**config.mk**
```make
export PLATFORM = sky130hd
export DESIGN_NAME = cron_schedule_match_table_flat
export DESIGN_NICKNAME = d
export VERILOG_FILES = /design/src/hdl/csmt_pkg.sv /design/src/hdl/csmt_if.sv /design/src/hdl/cron_schedule_match_table.sv /design/src/hdl/csmt_ctrl.sv /design/src/hdl/csmt_dp.sv /design/src/flat_wrapper.sv
export SDC_FILE = /design/constraint.sdc
export NUM_CORES = 2
export LEC_CHECK = 0
export BUFFER_PORTS_ARGS = -buffer_cell sky130_fd_sc_hd__buf_4
export CAP_MARGIN = 20
export CORE_MARGIN = 5
export CORE_UTILIZATION = 35
export CTS_CLUSTER_SIZE = 40
export DETAILED_ROUTE_END_ITERATION = 8
export MAX_ROUTING_LAYER = met4
export PLACE_DENSITY = 0.49
export RECOVER_POWER = 50
export SLEW_MARGIN = 15
export SYNTH_ARGS = -nofsm -noshare
export SYNTH_HDL_FRONTEND = slang
export SYNTH_SLANG_ARGS = --single-unit
```
**constraint.sdc**
```tcl
create_clock -name clk_i -period 26.6 [get_ports clk_i]
set_input_delay 1.33 -clock clk_i [delete_from_list [all_inputs] [get_ports clk_i]]
set_output_delay 1.33 -clock clk_i [all_outputs]
set_load 0.005 [all_outputs]
```
**src/hdl/csmt_pkg.sv**
```systemverilog
package csmt_pkg;

  // Table size and derived index widths.
  localparam int NUM_ENTRIES = 16;
  localparam int IDX_W = (NUM_ENTRIES > 1) ? $clog2(NUM_ENTRIES) : 1;
  localparam int CNT_W = $clog2(NUM_ENTRIES + 1);

  // Field widths of the input and result items.
  localparam int OP_W      = 2;
  localparam int SLOT_W    = 4;
  localparam int MIN_W     = 60;
  localparam int HOUR_W    = 24;
  localparam int DAY_W     = 31;
  localparam int MON_W     = 12;
  localparam int WDAY_W    = 7;
  localparam int MINUTE_W  = 6;
  localparam int HOURV_W   = 5;
  localparam int MDAY_W    = 5;
  localparam int MONTH_W   = 4;
  localparam int WEEKDAY_W = 3;

  typedef enum logic [OP_W-1:0] {
    OP_WRITE = 2'd0,
    OP_CLEAR = 2'd1,
    OP_MATCH = 2'd2
  } op_e;

  typedef enum logic [1:0] {
    ST_IDLE,
    ST_SCAN,
    ST_EMIT
  } state_e;

  // One schedule entry as held in the mask store.
  typedef struct packed {
    logic [MIN_W-1:0]  minute_mask;
    logic [HOUR_W-1:0] hour_mask;
    logic [DAY_W-1:0]  day_mask;
    logic [MON_W-1:0]  month_mask;
    logic [WDAY_W-1:0] weekday_mask;
  } entry_t;

  // Commands from the controller to the datapath.
  typedef struct packed {
    logic in_ready;
    logic wr_en;
    logic clr_en;
    logic ack_load;
    logic start;
    logic scan_en;
    logic emit_en;
  } cmd_t;

  // Status from the datapath to the controller.
  typedef struct packed {
    logic            in_valid;
    logic [OP_W-1:0] op;
    logic            out_free;
    logic            scan_done;
    logic            emit_last;
  } sts_t;

endpackage

```
**src/hdl/csmt_if.sv**
```systemverilog
interface csmt_in_if import csmt_pkg::*; ();
  logic                 valid;
  logic                 ready;
  logic [OP_W-1:0]      op;
  logic [SLOT_W-1:0]    slot;
  logic [MIN_W-1:0]     minute_mask;
  logic [HOUR_W-1:0]    hour_mask;
  logic [DAY_W-1:0]     day_mask;
  logic [MON_W-1:0]     month_mask;
  logic [WDAY_W-1:0]    weekday_mask;
  logic [MINUTE_W-1:0]  minute;
  logic [HOURV_W-1:0]   hour;
  logic [MDAY_W-1:0]    month_day;
  logic [MONTH_W-1:0]   month;
  logic [WEEKDAY_W-1:0] weekday;

  modport source (
    output valid, op, slot, minute_mask, hour_mask, day_mask, month_mask, weekday_mask,
    output minute, hour, month_day, month, weekday,
    input  ready
  );
  modport sink (
    input  valid, op, slot, minute_mask, hour_mask, day_mask, month_mask, weekday_mask,
    input  minute, hour, month_day, month, weekday,
    output ready
  );
endinterface

interface csmt_out_if import csmt_pkg::*; ();
  logic              valid;
  logic              ready;
  logic              matched;
  logic [SLOT_W-1:0] task_slot;
  logic              last;

  modport source (output valid, matched, task_slot, last, input ready);
  modport sink (input valid, matched, task_slot, last, output ready);
endinterface

```
**src/hdl/cron_schedule_match_table.sv**
```systemverilog
// Channel | Dir | Modport       | Item
// req_i   | in  | csmt_in_if    | op, slot, five masks, broken-down time
// rsp_o   | out | csmt_out_if   | matched, task_slot, last
//
// A write or clear item needs no scan; its acknowledge item is offered the next cycle.
// A match item scans the table one entry per cycle through the registered read port of the
// mask store, then emits one item per cycle while the output is not stalled.
// Reset clears the valid marks at once; no clearing pass follows.
// Results wait in an output register; a stalled output holds it, and a new item is taken
// only when the block is idle and that register is free or being taken.
module cron_schedule_match_table import csmt_pkg::*; (
  input  logic clk_i,
  input  logic rst_ni,
  csmt_in_if.sink    req_i,
  csmt_out_if.source rsp_o
);

  cmd_t cmd;
  sts_t sts;

  // Sequencer.
  csmt_ctrl u_ctrl (
    .clk_i  (clk_i),
    .rst_ni (rst_ni),
    .sts_i  (sts),
    .cmd_o  (cmd)
  );

  // Table, scan and output datapath.
  csmt_dp u_dp (
    .clk_i  (clk_i),
    .rst_ni (rst_ni),
    .cmd_i  (cmd),
    .sts_o  (sts),
    .req_i  (req_i),
    .rsp_o  (rsp_o)
  );

endmodule

```
**src/hdl/csmt_ctrl.sv**
```systemverilog
module csmt_ctrl import csmt_pkg::*; (
  input  logic clk_i,
  input  logic rst_ni,
  input  sts_t sts_i,
  output cmd_t cmd_o
);

  state_e state_q, state_d;
  op_e    op;
  logic   accept;

  assign op = op_e'(sts_i.op);

  // State register.
  always_ff @(posedge clk_i or negedge rst_ni) begin
    if (!rst_ni) begin
      state_q <= ST_IDLE;
    end else begin
      state_q <= state_d;
    end
  end

  // Command outputs.
  always_comb begin
    cmd_o          = '0;
    cmd_o.in_ready = (state_q == ST_IDLE) && sts_i.out_free;
    accept         = cmd_o.in_ready && sts_i.in_valid;
    case (op)
      OP_WRITE: cmd_o.wr_en  = accept;
      OP_CLEAR: cmd_o.clr_en = accept;
      OP_MATCH: cmd_o.start  = accept;
      default:  cmd_o.start  = 1'b0;
    endcase
    cmd_o.ack_load = cmd_o.wr_en || cmd_o.clr_en;
    cmd_o.scan_en  = (state_q == ST_SCAN);
    cmd_o.emit_en  = (state_q == ST_EMIT) && sts_i.out_free;
  end

  // Next state.
  always_comb begin
    state_d = state_q;
    case (state_q)
      ST_IDLE: begin
        if (cmd_o.start) state_d = ST_SCAN;
      end
      ST_SCAN: begin
        if (sts_i.scan_done) state_d = ST_EMIT;
      end
      ST_EMIT: begin
        if (cmd_o.emit_en && sts_i.emit_last) state_d = ST_IDLE;
      end
      default: state_d = ST_IDLE;
    endcase
  end

endmodule

```
**src/hdl/csmt_dp.sv**
```systemverilog
module csmt_dp import csmt_pkg::*; (
  input  logic  clk_i,
  input  logic  rst_ni,
  input  cmd_t  cmd_i,
  output sts_t  sts_o,
  csmt_in_if.sink    req_i,
  csmt_out_if.source rsp_o
);

  entry_t entry_mem [NUM_ENTRIES];
  logic [NUM_ENTRIES-1:0] ev_q;

  // Time of the current match item, already turned into bit positions.
  logic [MINUTE_W-1:0]  min_q;
  logic [HOURV_W-1:0]   hour_q;
  logic [MDAY_W-1:0]    mday_m1_q;
  logic                 mday_ok_q;
  logic [MONTH_W-1:0]   mon_m1_q;
  logic                 mon_ok_q;
  logic [WEEKDAY_W-1:0] wday_q;

  // Scan state.
  logic [CNT_W-1:0]       cnt_q;
  logic                   rd_pend_q;
  logic [IDX_W-1:0]       rd_idx_q;
  logic                   rd_ev_q;
  entry_t                 rd_entry_q;
  logic [NUM_ENTRIES-1:0] due_q;
  logic                   rd_en;
  logic                   hit;
  logic                   slot_ok;
  logic [IDX_W-1:0]       wr_idx;
  logic [IDX_W-1:0]       enc_idx;

  // Output register.
  logic              out_vld_q;
  logic              out_matched_q;
  logic [SLOT_W-1:0] out_slot_q;
  logic              out_last_q;
  logic              load;

  logic [MIN_W-1:0]  m_sh;
  logic [HOUR_W-1:0] h_sh;
  logic [DAY_W-1:0]  d_sh;
  logic [MON_W-1:0]  n_sh;
  logic [WDAY_W-1:0] w_sh;

  assign slot_ok = (32'(req_i.slot) < NUM_ENTRIES);
  assign wr_idx  = IDX_W'(req_i.slot);
  assign rd_en   = cmd_i.scan_en && (cnt_q < CNT_W'(NUM_ENTRIES));

  // Mask store: one write port, one registered read port.
  always_ff @(posedge clk_i) begin
    if (cmd_i.wr_en && slot_ok) begin
      entry_mem[wr_idx] <= '{minute_mask:  req_i.minute_mask,
                             hour_mask:    req_i.hour_mask,
                             day_mask:     req_i.day_mask,
                             month_mask:   req_i.month_mask,
                             weekday_mask: req_i.weekday_mask};
    end
    if (rd_en) begin
      rd_entry_q <= entry_mem[cnt_q[IDX_W-1:0]];
    end
  end

  // Valid marks, cleared at reset and by a clear item.
  always_ff @(posedge clk_i or negedge rst_ni) begin
    if (!rst_ni) begin
      ev_q <= '0;
    end else if (cmd_i.clr_en) begin
      ev_q <= '0;
    end else if (cmd_i.wr_en && slot_ok) begin
      ev_q[wr_idx] <= 1'b1;
    end
  end

  // Capture the time of a match item.
  always_ff @(posedge clk_i) begin
    if (cmd_i.start) begin
      min_q     <= req_i.minute;
      hour_q    <= req_i.hour;
      mday_m1_q <= req_i.month_day - MDAY_W'(1);
      mday_ok_q <= (req_i.month_day != '0);
      mon_m1_q  <= req_i.month - MONTH_W'(1);
      mon_ok_q  <= (req_i.month != '0);
      wday_q    <= req_i.weekday;
    end
  end

  // A shift past the top of a mask yields zero, so out of range times miss.
  always_comb begin
    m_sh = rd_entry_q.minute_mask >> min_q;
    h_sh = rd_entry_q.hour_mask >> hour_q;
    d_sh = rd_entry_q.day_mask >> mday_m1_q;
    n_sh = rd_entry_q.month_mask >> mon_m1_q;
    w_sh = rd_entry_q.weekday_mask >> wday_q;
    hit  = m_sh[0] && h_sh[0] && mday_ok_q && d_sh[0] && mon_ok_q && n_sh[0] && w_sh[0];
  end

  // Scan counter and read pipeline.
  always_ff @(posedge clk_i or negedge rst_ni) begin
    if (!rst_ni) begin
      cnt_q     <= '0;
      rd_pend_q <= 1'b0;
      rd_idx_q  <= '0;
      rd_ev_q   <= 1'b0;
    end else if (cmd_i.start) begin
      cnt_q     <= '0;
      rd_pend_q <= 1'b0;
    end else if (rd_en) begin
      cnt_q     <= cnt_q + CNT_W'(1);
      rd_pend_q <= 1'b1;
      rd_idx_q  <= cnt_q[IDX_W-1:0];
      rd_ev_q   <= ev_q[cnt_q[IDX_W-1:0]];
    end else begin
      rd_pend_q <= 1'b0;
    end
  end

  // Due vector: filled during the scan, drained lowest slot first.
  always_ff @(posedge clk_i or negedge rst_ni) begin
    if (!rst_ni) begin
      due_q <= '0;
    end else if (cmd_i.start) begin
      due_q <= '0;
    end else if (cmd_i.scan_en && rd_pend_q && rd_ev_q && hit) begin
      due_q[rd_idx_q] <= 1'b1;
    end else if (cmd_i.emit_en) begin
      due_q <= due_q & (due_q - NUM_ENTRIES'(1));
    end
  end

  // Lowest pending due slot.
  always_comb begin
    enc_idx = '0;
    for (int i = NUM_ENTRIES - 1; i >= 0; i--) begin
      if (due_q[i]) enc_idx = IDX_W'(i);
    end
  end

  // Output register.
  assign load = cmd_i.ack_load || cmd_i.emit_en;

  always_ff @(posedge clk_i or negedge rst_ni) begin
    if (!rst_ni) begin
      out_vld_q <= 1'b0;
    end else if (load) begin
      out_vld_q <= 1'b1;
    end else if (rsp_o.ready) begin
      out_vld_q <= 1'b0;
    end
  end

  always_ff @(posedge clk_i) begin
    if (cmd_i.ack_load) begin
      out_matched_q <= 1'b0;
      out_slot_q    <= '0;
      out_last_q    <= 1'b1;
    end else if (cmd_i.emit_en) begin
      out_matched_q <= (due_q != '0);
      out_slot_q    <= (due_q != '0) ? SLOT_W'(enc_idx) : '0;
      out_last_q    <= sts_o.emit_last;
    end
  end

  assign rsp_o.valid     = out_vld_q;
  assign rsp_o.matched   = out_matched_q;
  assign rsp_o.task_slot = out_slot_q;
  assign rsp_o.last      = out_last_q;
  assign req_i.ready     = cmd_i.in_ready;

  // Status toward the controller.
  always_comb begin
    sts_o.in_valid  = req_i.valid;
    sts_o.op        = req_i.op;
    sts_o.out_free  = !out_vld_q || rsp_o.ready;
    sts_o.scan_done = rd_pend_q && (rd_idx_q == IDX_W'(NUM_ENTRIES - 1));
    sts_o.emit_last = ((due_q & (due_q - NUM_ENTRIES'(1))) == '0);
  end

  // The output register is only loaded when its item has gone or is going.
  a_load_free: assert property (@(posedge clk_i) disable iff (!rst_ni)
    (cmd_i.ack_load || cmd_i.emit_en) |-> (!out_vld_q || rsp_o.ready))
    else $error("output register loaded while full");

  // The table is not written while a scan is running.
  a_no_wr_scan: assert property (@(posedge clk_i) disable iff (!rst_ni)
    cmd_i.scan_en |-> !(cmd_i.wr_en || cmd_i.clr_en))
    else $error("table changed during scan");

  // A new match starts from an empty due vector and slot zero.
  a_start_clean: assert property (@(posedge clk_i) disable iff (!rst_ni)
    cmd_i.start |=> (due_q == '0 && cnt_q == '0))
    else $error("scan did not restart cleanly");

  // Every due slot that is emitted belongs to a valid entry.
  a_due_valid: assert property (@(posedge clk_i) disable iff (!rst_ni)
    (cmd_i.emit_en && due_q != '0) |-> ev_q[enc_idx])
    else $error("emitted slot is not valid");

endmodule
```
**src/flat_wrapper.sv**
```systemverilog
// flat-port wrapper written by rule: the top's interface ports become plain ports
module cron_schedule_match_table_flat import csmt_pkg::*;
  (clk_i, rst_ni, req_i_valid, req_i_op, req_i_slot, req_i_minute_mask, req_i_hour_mask, req_i_day_mask, req_i_month_mask, req_i_weekday_mask, req_i_minute, req_i_hour, req_i_month_day, req_i_month, req_i_weekday, req_i_ready, rsp_o_valid, rsp_o_matched, rsp_o_task_slot, rsp_o_last, rsp_o_ready);
  csmt_in_if req_i_i ();
  csmt_out_if rsp_o_i ();
  input  logic clk_i;
  input  logic rst_ni;
  input wire logic [$bits(req_i_i.valid)-1:0] req_i_valid;
  input wire logic [$bits(req_i_i.op)-1:0] req_i_op;
  input wire logic [$bits(req_i_i.slot)-1:0] req_i_slot;
  input wire logic [$bits(req_i_i.minute_mask)-1:0] req_i_minute_mask;
  input wire logic [$bits(req_i_i.hour_mask)-1:0] req_i_hour_mask;
  input wire logic [$bits(req_i_i.day_mask)-1:0] req_i_day_mask;
  input wire logic [$bits(req_i_i.month_mask)-1:0] req_i_month_mask;
  input wire logic [$bits(req_i_i.weekday_mask)-1:0] req_i_weekday_mask;
  input wire logic [$bits(req_i_i.minute)-1:0] req_i_minute;
  input wire logic [$bits(req_i_i.hour)-1:0] req_i_hour;
  input wire logic [$bits(req_i_i.month_day)-1:0] req_i_month_day;
  input wire logic [$bits(req_i_i.month)-1:0] req_i_month;
  input wire logic [$bits(req_i_i.weekday)-1:0] req_i_weekday;
  output wire logic [$bits(req_i_i.ready)-1:0] req_i_ready;
  output wire logic [$bits(rsp_o_i.valid)-1:0] rsp_o_valid;
  output wire logic [$bits(rsp_o_i.matched)-1:0] rsp_o_matched;
  output wire logic [$bits(rsp_o_i.task_slot)-1:0] rsp_o_task_slot;
  output wire logic [$bits(rsp_o_i.last)-1:0] rsp_o_last;
  input wire logic [$bits(rsp_o_i.ready)-1:0] rsp_o_ready;
  assign req_i_i.valid = req_i_valid;
  assign req_i_i.op = req_i_op;
  assign req_i_i.slot = req_i_slot;
  assign req_i_i.minute_mask = req_i_minute_mask;
  assign req_i_i.hour_mask = req_i_hour_mask;
  assign req_i_i.day_mask = req_i_day_mask;
  assign req_i_i.month_mask = req_i_month_mask;
  assign req_i_i.weekday_mask = req_i_weekday_mask;
  assign req_i_i.minute = req_i_minute;
  assign req_i_i.hour = req_i_hour;
  assign req_i_i.month_day = req_i_month_day;
  assign req_i_i.month = req_i_month;
  assign req_i_i.weekday = req_i_weekday;
  assign req_i_ready = req_i_i.ready;
  assign rsp_o_valid = rsp_o_i.valid;
  assign rsp_o_matched = rsp_o_i.matched;
  assign rsp_o_task_slot = rsp_o_i.task_slot;
  assign rsp_o_last = rsp_o_i.last;
  assign rsp_o_i.ready = rsp_o_ready;
  cron_schedule_match_table u_core (.clk_i(clk_i), .rst_ni(rst_ni), .req_i(req_i_i), .rsp_o(rsp_o_i));
endmodule
```
Word-level counts from Yosys, hierarchy flattened
Memory sizes are Yosys's and may differ from the RTL's. A register that Yosys moved wholly into a read port is not among the register bits.
Cells that the tools add are included.
Storage, ports and cells
  output and inout bits: 8
  bits of input ports: 167
  memory bits (writable): 2144
  memories kept: 1
  register bits after elaboration: 77
  word-level logic and storage cells: 122
Operators by class
  magnitude comparators: 6
  equal/unequal tests: 8
  bitwise logic cells: 4
  reductions and logical operators: 33
  multiplexer cells: 43
  shift operators: 5
  $add $sub $neg: 4
Memories
  u_core.u_dp.entry_mem: words 16, width 134, read ports 1, clocked after memory_dff 1, write ports 1, RTL line csmt_dp.sv:10  | entry_t entry_mem [NUM_ENTRIES];
Operators with widths (number)
  two-way mux 16 bit: 5
  two-way mux 4 bit: 17
  >> shifter 60 x 6 -> 1 bit: 1
  OR 16 bit: 2
  >> shifter 31 x 5 -> 1 bit: 1
  >> shifter 24 x 5 -> 1 bit: 1
  logical AND 1 bit: 17
  AND 16 bit: 1
  logical NOT 16 bit: 1
  nonzero test 16 bit: 1
  subtractor 16 x 1 -> 16 bit (second input constant): 1
  less-than comparator 4 x 5 -> 1 bit (second input constant): 3
  two-way mux 1 bit: 12
  >> shifter 12 x 4 -> 1 bit: 1
  two-way mux 5 bit: 2
  demux 1 bit (select 4 bit): 2
  greater-or-equal comparator 4 x 1 -> 1 bit (second input constant): 2
  >> shifter 7 x 3 -> 1 bit: 1
  two-way mux 2 bit: 3
  != test 2 x 1 -> 1 bit (second input constant): 3
  case mux 2 bit (3 select lines): 1
  nonzero test 2 bit: 3
  adder 5 x 1 -> 5 bit (second input constant): 1
  less-than comparator 5 bit (second input constant): 1
  15 further kinds: 20

Longest topological paths before layout
  word-level depth: 17
  mapped depth: 9
  depth with buffers taken out: 7

By module
From an unflattened synthesis, not the netlist that was laid out.
Unflattened totals
  cell total of the unflattened synthesis: 3531
  area, all modules: 88839.0 um2
By module, submodules not included
  csmt_dp: area an instance 88675.0 um2, cells each 3515, times used 1, sequential area each 70377.5 um2
  csmt_ctrl: area an instance 163.9 um2, cells each 16, times used 1, sequential area each 50.0 um2

Least setup slack after synthesis
Ideal clock, no wire load.
  kind: input -> register
  start: input port rsp_o_ready
  end: memory u_core.u_dp.entry_mem[0][0] in the netlist's numbering, enable pin
  library setup time: 0.796 ns
  data arrival time: 11.490 ns
  path buffers: 1
  setup slack: 14.314 ns
  data required time: 25.804 ns
  stages: 6
  cell sequence: nand2b_1 -> and4b_1 -> clkbuf_1 -> nand2b_1 -> or3_1 -> nor3_1
Between the ends
  longest elaborated chain between the ends: 6
Ends and longest elaborated chain
  start, declared: RTL line flat_wrapper.sv:26  | input wire logic [$bits(rsp_o_i.ready)-1:0] rsp_o_ready;
  logical OR 1 bit: RTL line csmt_dp.sv:176  | sts_o.out_free = !out_vld_q || rsp_o.ready;
  logical AND 1 bit: RTL line csmt_ctrl.sv:26  | cmd_o.in_ready = (state_q == ST_IDLE) && sts_i.out_free;
  logical AND 1 bit: RTL line csmt_ctrl.sv:27  | accept = cmd_o.in_ready && sts_i.in_valid;
  two-way mux 1 bit: RTL line csmt_ctrl.sv:28  | case (op)
  two-way mux 1 bit: RTL line csmt_dp.sv:54  | if (cmd_i.wr_en && slot_ok) begin
  two-way mux 1 bit (not written as such): RTL line csmt_dp.sv:55  | entry_mem[wr_idx] <= '{minute_mask: req_i.minute_mask,
  end, declared: RTL line csmt_dp.sv:10
Every way passes these cells.

Final worst setup path
  start: register u_core.u_ctrl.state_q[1]
  end: register u_core.u_dp.rd_entry_q[35] (netlist name)
Between the ends
  longest elaborated chain between the ends: 2
Ends and longest elaborated chain
  start, declared: RTL line csmt_ctrl.sv:8  | state_e state_q, state_d;
  start signal, assigned: RTL line csmt_ctrl.sv:19  | state_q <= state_d;
  equality test 2 x 1 -> 1 bit: RTL line csmt_ctrl.sv:35  | cmd_o.scan_en = (state_q == ST_SCAN);
  logical AND 1 bit: RTL line csmt_dp.sv:50  | assign rd_en = cmd_i.scan_en && (cnt_q < CNT_W'(NUM_ENTRIES));
  net u_core.u_dp.rd_en: RTL line csmt_dp.sv:29  | logic rd_en;
The timed path passes the listed nets, and every way through them passes these cells.
A chain may end at the register's enable or synchronous reset.

==> impl_summary.txt <==
----------------------------------------------------
[Synthesis]
  Netlist Area Pre-Place ... 0.0889 mm²
  Post-synth top cells ... sky130_fd_sc_hd__edfxtp_1, sky130_fd_sc_hd__mux4_2, sky130_fd_sc_hd__clkbuf_1, sky130_fd_sc_hd__dfrtp_1, sky130_fd_sc_hd__nor2_1
  Post-synthesis sequential element count ... 2355
  Leading post-synthesis cells by cell area ... sky130_fd_sc_hd__edfxtp_1, sky130_fd_sc_hd__mux4_2, sky130_fd_sc_hd__dfrtp_1, sky130_fd_sc_hd__clkbuf_1, sky130_fd_sc_hd__mux4_1
  Leading cell type by number of instances after synthesis ... sky130_fd_sc_hd__edfxtp_1
  Mean Syn Cell Area ... 25.3 µm²
  Syn Inst Count ... 3513
  Post-synth EDFFs ... 2303
  Sequential-to-total area share from yosys stat ... 79.2%
  Number of library cell types mapped by synthesis ... 58
  Top_reg_cell synth ... sky130_fd_sc_hd__edfxtp_1
  Area share of the leading cell type in the synthesized netlist ... 77.8%
  Synth warn ... 0
  Synthesized Nets ... 3685
  Share of async-settable or async-resettable flops after synthesis ... 1.95%
  Most area-hungry cell type in the Yosys netlist ... sky130_fd_sc_hd__edfxtp_1

[Floorplan]
  Total die area ... 0.264 mm²
  I/O pin count ... 175
  Height of the chip ... 514 µm
  Core Box Area ... 0.253 mm²
  Rows ... 185
  Die span in x ... 514 µm
  Starting utilization of the core area ... 35.1%

[Status]
  Run status ... finished with violations
  Violations in the final reports ... max-capacitance violations, max-slew violations

[STA]
  Worst slew margin relative to its limit ... -150%
  Final setup vio count ... 0
  Worst slew pin tran ... 3.73 ns
  Summed negative setup slack over all endpoints ... 0 ns
  Worst Clk Skew ... 0.0432 ns
  Number of pins exceeding their max-slew limit in the final report ... 329
  Final critical-path required period ... 7.01 ns
  Final hold vios ... 0
  Final-layout worst hold slack ... 0.453 ns
  Setup repair after global routing missed its margin ... false
  Achievable frequency ... 143 MHz
  Portion of the clock cycle consumed by the worst path in the final layout ... 26.3%

[Clocking]
  H-tree depth reported by CTS ... 5
  Number of buffers created by CTS ... 274
  Worst-skew pair later-pin latency ... 0.92 ns
  Worst-path clk slew ... 0.05 ns
  Setup fix buffers added after clock tree synthesis ... 0
  Hold buffers post-CTS ... 0
  Master cell of the clock root buffer ... sky130_fd_sc_hd__clkbuf_16
  CTS tree ... built
  Number of sinks on the clock net ... 2355
  Post-cts resize count ... 0
  Maximum clock insertion buffer count ... 4

[Route]
  Number of DRC markers after the initial detailed-route iteration ... 3548
  Mean routed wirelength per cell ... 29.1 µm
  Pre-Repair DR Iteration Count ... 5
  Detailed-route via count ... 39097
  Mean number of vias per cell ... 5.25
  Number of DRC violations after detailed routing ... 0
  Total wirelength of the detailed-routed design ... 217000 µm
  Residual antenna-violating net count after detailed routing ... 0

[Critical path]
  Number of cells traversed by the worst register-to-register path ... 4
  Worst flop-to-flop path startpoint ... u_core.u_ctrl.state_q[1]$_DFFE_PN0P_
  Worst Path Arrival ... 7.11 ns
  Critical Path Start ... u_core.u_ctrl.state_q[1]$_DFFE_PN0P_
  Internal reg-to-reg setup slack ... 19.59 ns
  Launching element type of the critical path ... register
  Endpoint of the lowest-slack register-to-register path ... u_core.u_dp.rd_entry_q[35]$_DFFE_PP_
  Setup CP Type ... register to register
  Critical path peak fanout ... 56
  End point of the critical path ... u_core.u_dp.rd_entry_q[35]$_DFFE_PP_
  Kind of end point of the critical path ... register
  Data required time of the worst path ... 26.71 ns

[Power]
  Relative contribution of the clock network to total power ... 34.6%
  Fraction of power spent switching nets ... 25.4%
  Fraction of power consumed by sequential logic ... 44.6%
  Static leakage ... 31.2 nW
  Cell Pwr Density ... 97.7 mW/mm²
  Gate power share ... 20.7%
  Final total power ... 9.99 mW
  Maximum resistive drop on vdd ... 88.7 µV
  Switch Pwr ... 2.53 mW
  Internal power ... 7.46 mW

[Global routing]
  Met1 Track Usage GR ... 23.2%
  Met2 GRT Util ... 25.6%
  Largest net degree at the start of global routing ... 113
  GR Overflow Total ... 0
  Most heavily used metal layer in global routing ... met2
  Aggregate global-route resource usage ... 16.8%
  Vias in the first global route ... 41207
  First-pass GRT wire length ... 310000 µm
  Fraction of met3 tracks used by global routing ... 3.90%
  Initial antenna violation count ... 59

[Final layout]
  Fill count ... 22011
  Layout-stage area growth over the synthesis result ... 15.0%
  Share of cells above drive strength 1 ... 29.3%
  NumNets Final ... 4040
  Final Cell Area ... 0.102 mm²

[Placement]
  # port buffers ... 174
  Weighted congestion reported at the end of routability-driven placement ... 0.716
  Half-perimeter wire length after placement ... 108000 µm
  Post-placement cell area ... 0.0947 mm²

[Job]
  Number of max-cap violations ... 11

[Hold path]
  Worst Hold Class ... register to register

----------------------------------------------------
==> metal layers <==
metal | part of all wire [%] | up-vias
li1 | - | 16109
met1 | 44 | 21649
met2 | 47 | 1024
met3 | 6.4 | 315
met4 | 1.7 | 0
met5 | 0 | -
==> critical path, stage by stage (launching register included) <==
cell	delay [ns]
sky130_fd_sc_hd__dfrtp_1	0.37
sky130_fd_sc_hd__nand2b_1	0.22
sky130_fd_sc_hd__or2_0	0.51
sky130_fd_sc_hd__clkinvlp_2	2.94
sky130_fd_sc_hd__clkbuf_1	2.01
==> metrics by stage <==
stage / std cells / utilization, % / setup WS [ns]
finish: 7445 / 40.4 / 19.59
global route: 7439 / 40.4 / 19.16
CTS: 7407 / 40.6 / 21.36
detailed placement: 6957 / 37.4 / 20.94
global placement: 6954 / 37.3 / 20.97
floorplan: 3513 / - / 14.31
==> power groups by stage <==
stage | sequential, mW | combinational (mW) | clock, mW
6_report | 4.46 | 2.07 | 3.46
2_1_floorplan | 4.43 | 1.60 | 0
3_3_place_gp | 4.53 | 2.13 | 0
3_5_place_dp | 4.53 | 2.14 | 0
4_1_cts | 4.45 | 2.15 | 3.57
5_1_grt | 4.48 | 2.23 | 3.73
==> flip-flops by register name, indices dropped and copies added, names as in the netlist <==
signal,count
u_core.u_dp.mday_ok_q,1
u_core.u_dp.min_q,6
u_core.u_dp.rsp_o.valid,1
u_core.u_dp.wday_q,3
u_core.u_dp.due_q,16
u_core.u_dp.ev_q,16
u_core.u_dp.rd_pend_q,1
u_core.u_ctrl.state_q,2
u_core.u_dp.mon_ok_q,1
u_core.u_dp.rd_ev_q,1
u_core.u_dp.mon_m1_q,4
u_core.u_dp.rsp_o.last,1
u_core.u_dp.rsp_o.matched,1
u_core.u_dp.entry_mem,2144
u_core.u_dp.hour_q,5
u_core.u_dp.rd_entry_q,134
u_core.u_dp.rd_idx_q,4
u_core.u_dp.cnt_q,5
u_core.u_dp.mday_m1_q,5
u_core.u_dp.rsp_o.task_slot,4
==> logic make-up after synthesis <==
family / after synthesis / share of synthesized area (%)
muxes: 722 / 18.2
and+or+nand+nor: 141 / 0.820
adders and majority gates: 6 / 0.0816
AOI/OAI and AO/OA: 94 / 0.796
DFF: 2355 / 79.2
xor gates and xnor gates: 7 / 0.0689
buffers and inverters: 188 / 0.865
==> worst min-delay path by stage <==
| stage | from | endpoint | slack, ns | cells after the start |
|---|---|---|---|---|
| global route | u_core.u_dp.rsp_o.task_slot[3]$_SDFFE_PP0P_ | u_core.u_dp.rsp_o.task_slot[3]$_SDFFE_PP0P_ | 0.47 | 2 |
| global placement | u_core.u_dp.rsp_o.task_slot[1]$_SDFFE_PP0P_ | u_core.u_dp.rsp_o.task_slot[1]$_SDFFE_PP0P_ | 0.45 | 2 |
| floorplan | u_core.u_dp.rsp_o.task_slot[3]$_SDFFE_PP0P_ | u_core.u_dp.rsp_o.task_slot[3]$_SDFFE_PP0P_ | 0.45 | 2 |
| finish | u_core.u_dp.rsp_o.task_slot[3]$_SDFFE_PP0P_ | u_core.u_dp.rsp_o.task_slot[3]$_SDFFE_PP0P_ | 0.45 | 2 |
| CTS | rst_ni | u_core.u_dp.rsp_o.valid$_DFFE_PN0P_ | 0.40 | 1 |
| detailed placement | u_core.u_dp.rsp_o.task_slot[1]$_SDFFE_PP0P_ | u_core.u_dp.rsp_o.task_slot[1]$_SDFFE_PP0P_ | 0.45 | 2 |
==> cell usage in the layout, fill, tap and decap left out, types with 7 or more instances in the layout <==
| master | instances |
|---|---|
| sky130_fd_sc_hd__nand2_1 | 25 |
| sky130_fd_sc_hd__mux4_2 | 701 |
| sky130_fd_sc_hd__o21ai_2 | 10 |
| sky130_fd_sc_hd__buf_4 | 68 |
| sky130_fd_sc_hd__nand2b_1 | 13 |
| sky130_fd_sc_hd__nand3_1 | 15 |
| sky130_fd_sc_hd__clkbuf_1 | 215 |
| sky130_fd_sc_hd__clkinv_2 | 26 |
| sky130_fd_sc_hd__nor2_4 | 7 |
| sky130_fd_sc_hd__nand4_1 | 7 |
| sky130_fd_sc_hd__mux4_1 | 10 |
| sky130_fd_sc_hd__clkbuf_16 | 283 |
| sky130_fd_sc_hd__edfxtp_1 | 2303 |
| sky130_fd_sc_hd__nor3_1 | 11 |
| sky130_fd_sc_hd__clkbuf_4 | 20 |
| sky130_fd_sc_hd__inv_1 | 14 |
| sky130_fd_sc_hd__bufinv_16 | 12 |
| sky130_fd_sc_hd__o21a_1 | 15 |
| sky130_fd_sc_hd__a21oi_1 | 20 |
| sky130_fd_sc_hd__dfrtp_1 | 43 |
| sky130_fd_sc_hd__buf_12 | 15 |
| sky130_fd_sc_hd__diode_2 | 37 |
| sky130_fd_sc_hd__clkinv_1 | 46 |
| sky130_fd_sc_hd__o21ai_0 | 12 |
| sky130_fd_sc_hd__o211ai_1 | 10 |
| sky130_fd_sc_hd__nor2_1 | 31 |
==> area by class of cell <==
cell class / count / area [µm²] / share of cell area (%)
Antenna cell: 37 / 92.6 / 0.0905
Clock buffer: 353 / 7350 / 7.19
Clock inverter: 97 / 772 / 0.755
Inverter: 15 / 57.6 / 0.0563
Multi-Input combinational cell: 970 / 17800 / 17.4
Sequential cell: 2355 / 70400 / 68.9
Tap cell: 3366 / 4210 / 4.12
Timing Repair Buffer: 252 / 1580 / 1.54
Power figures use the tool's default switching activity.
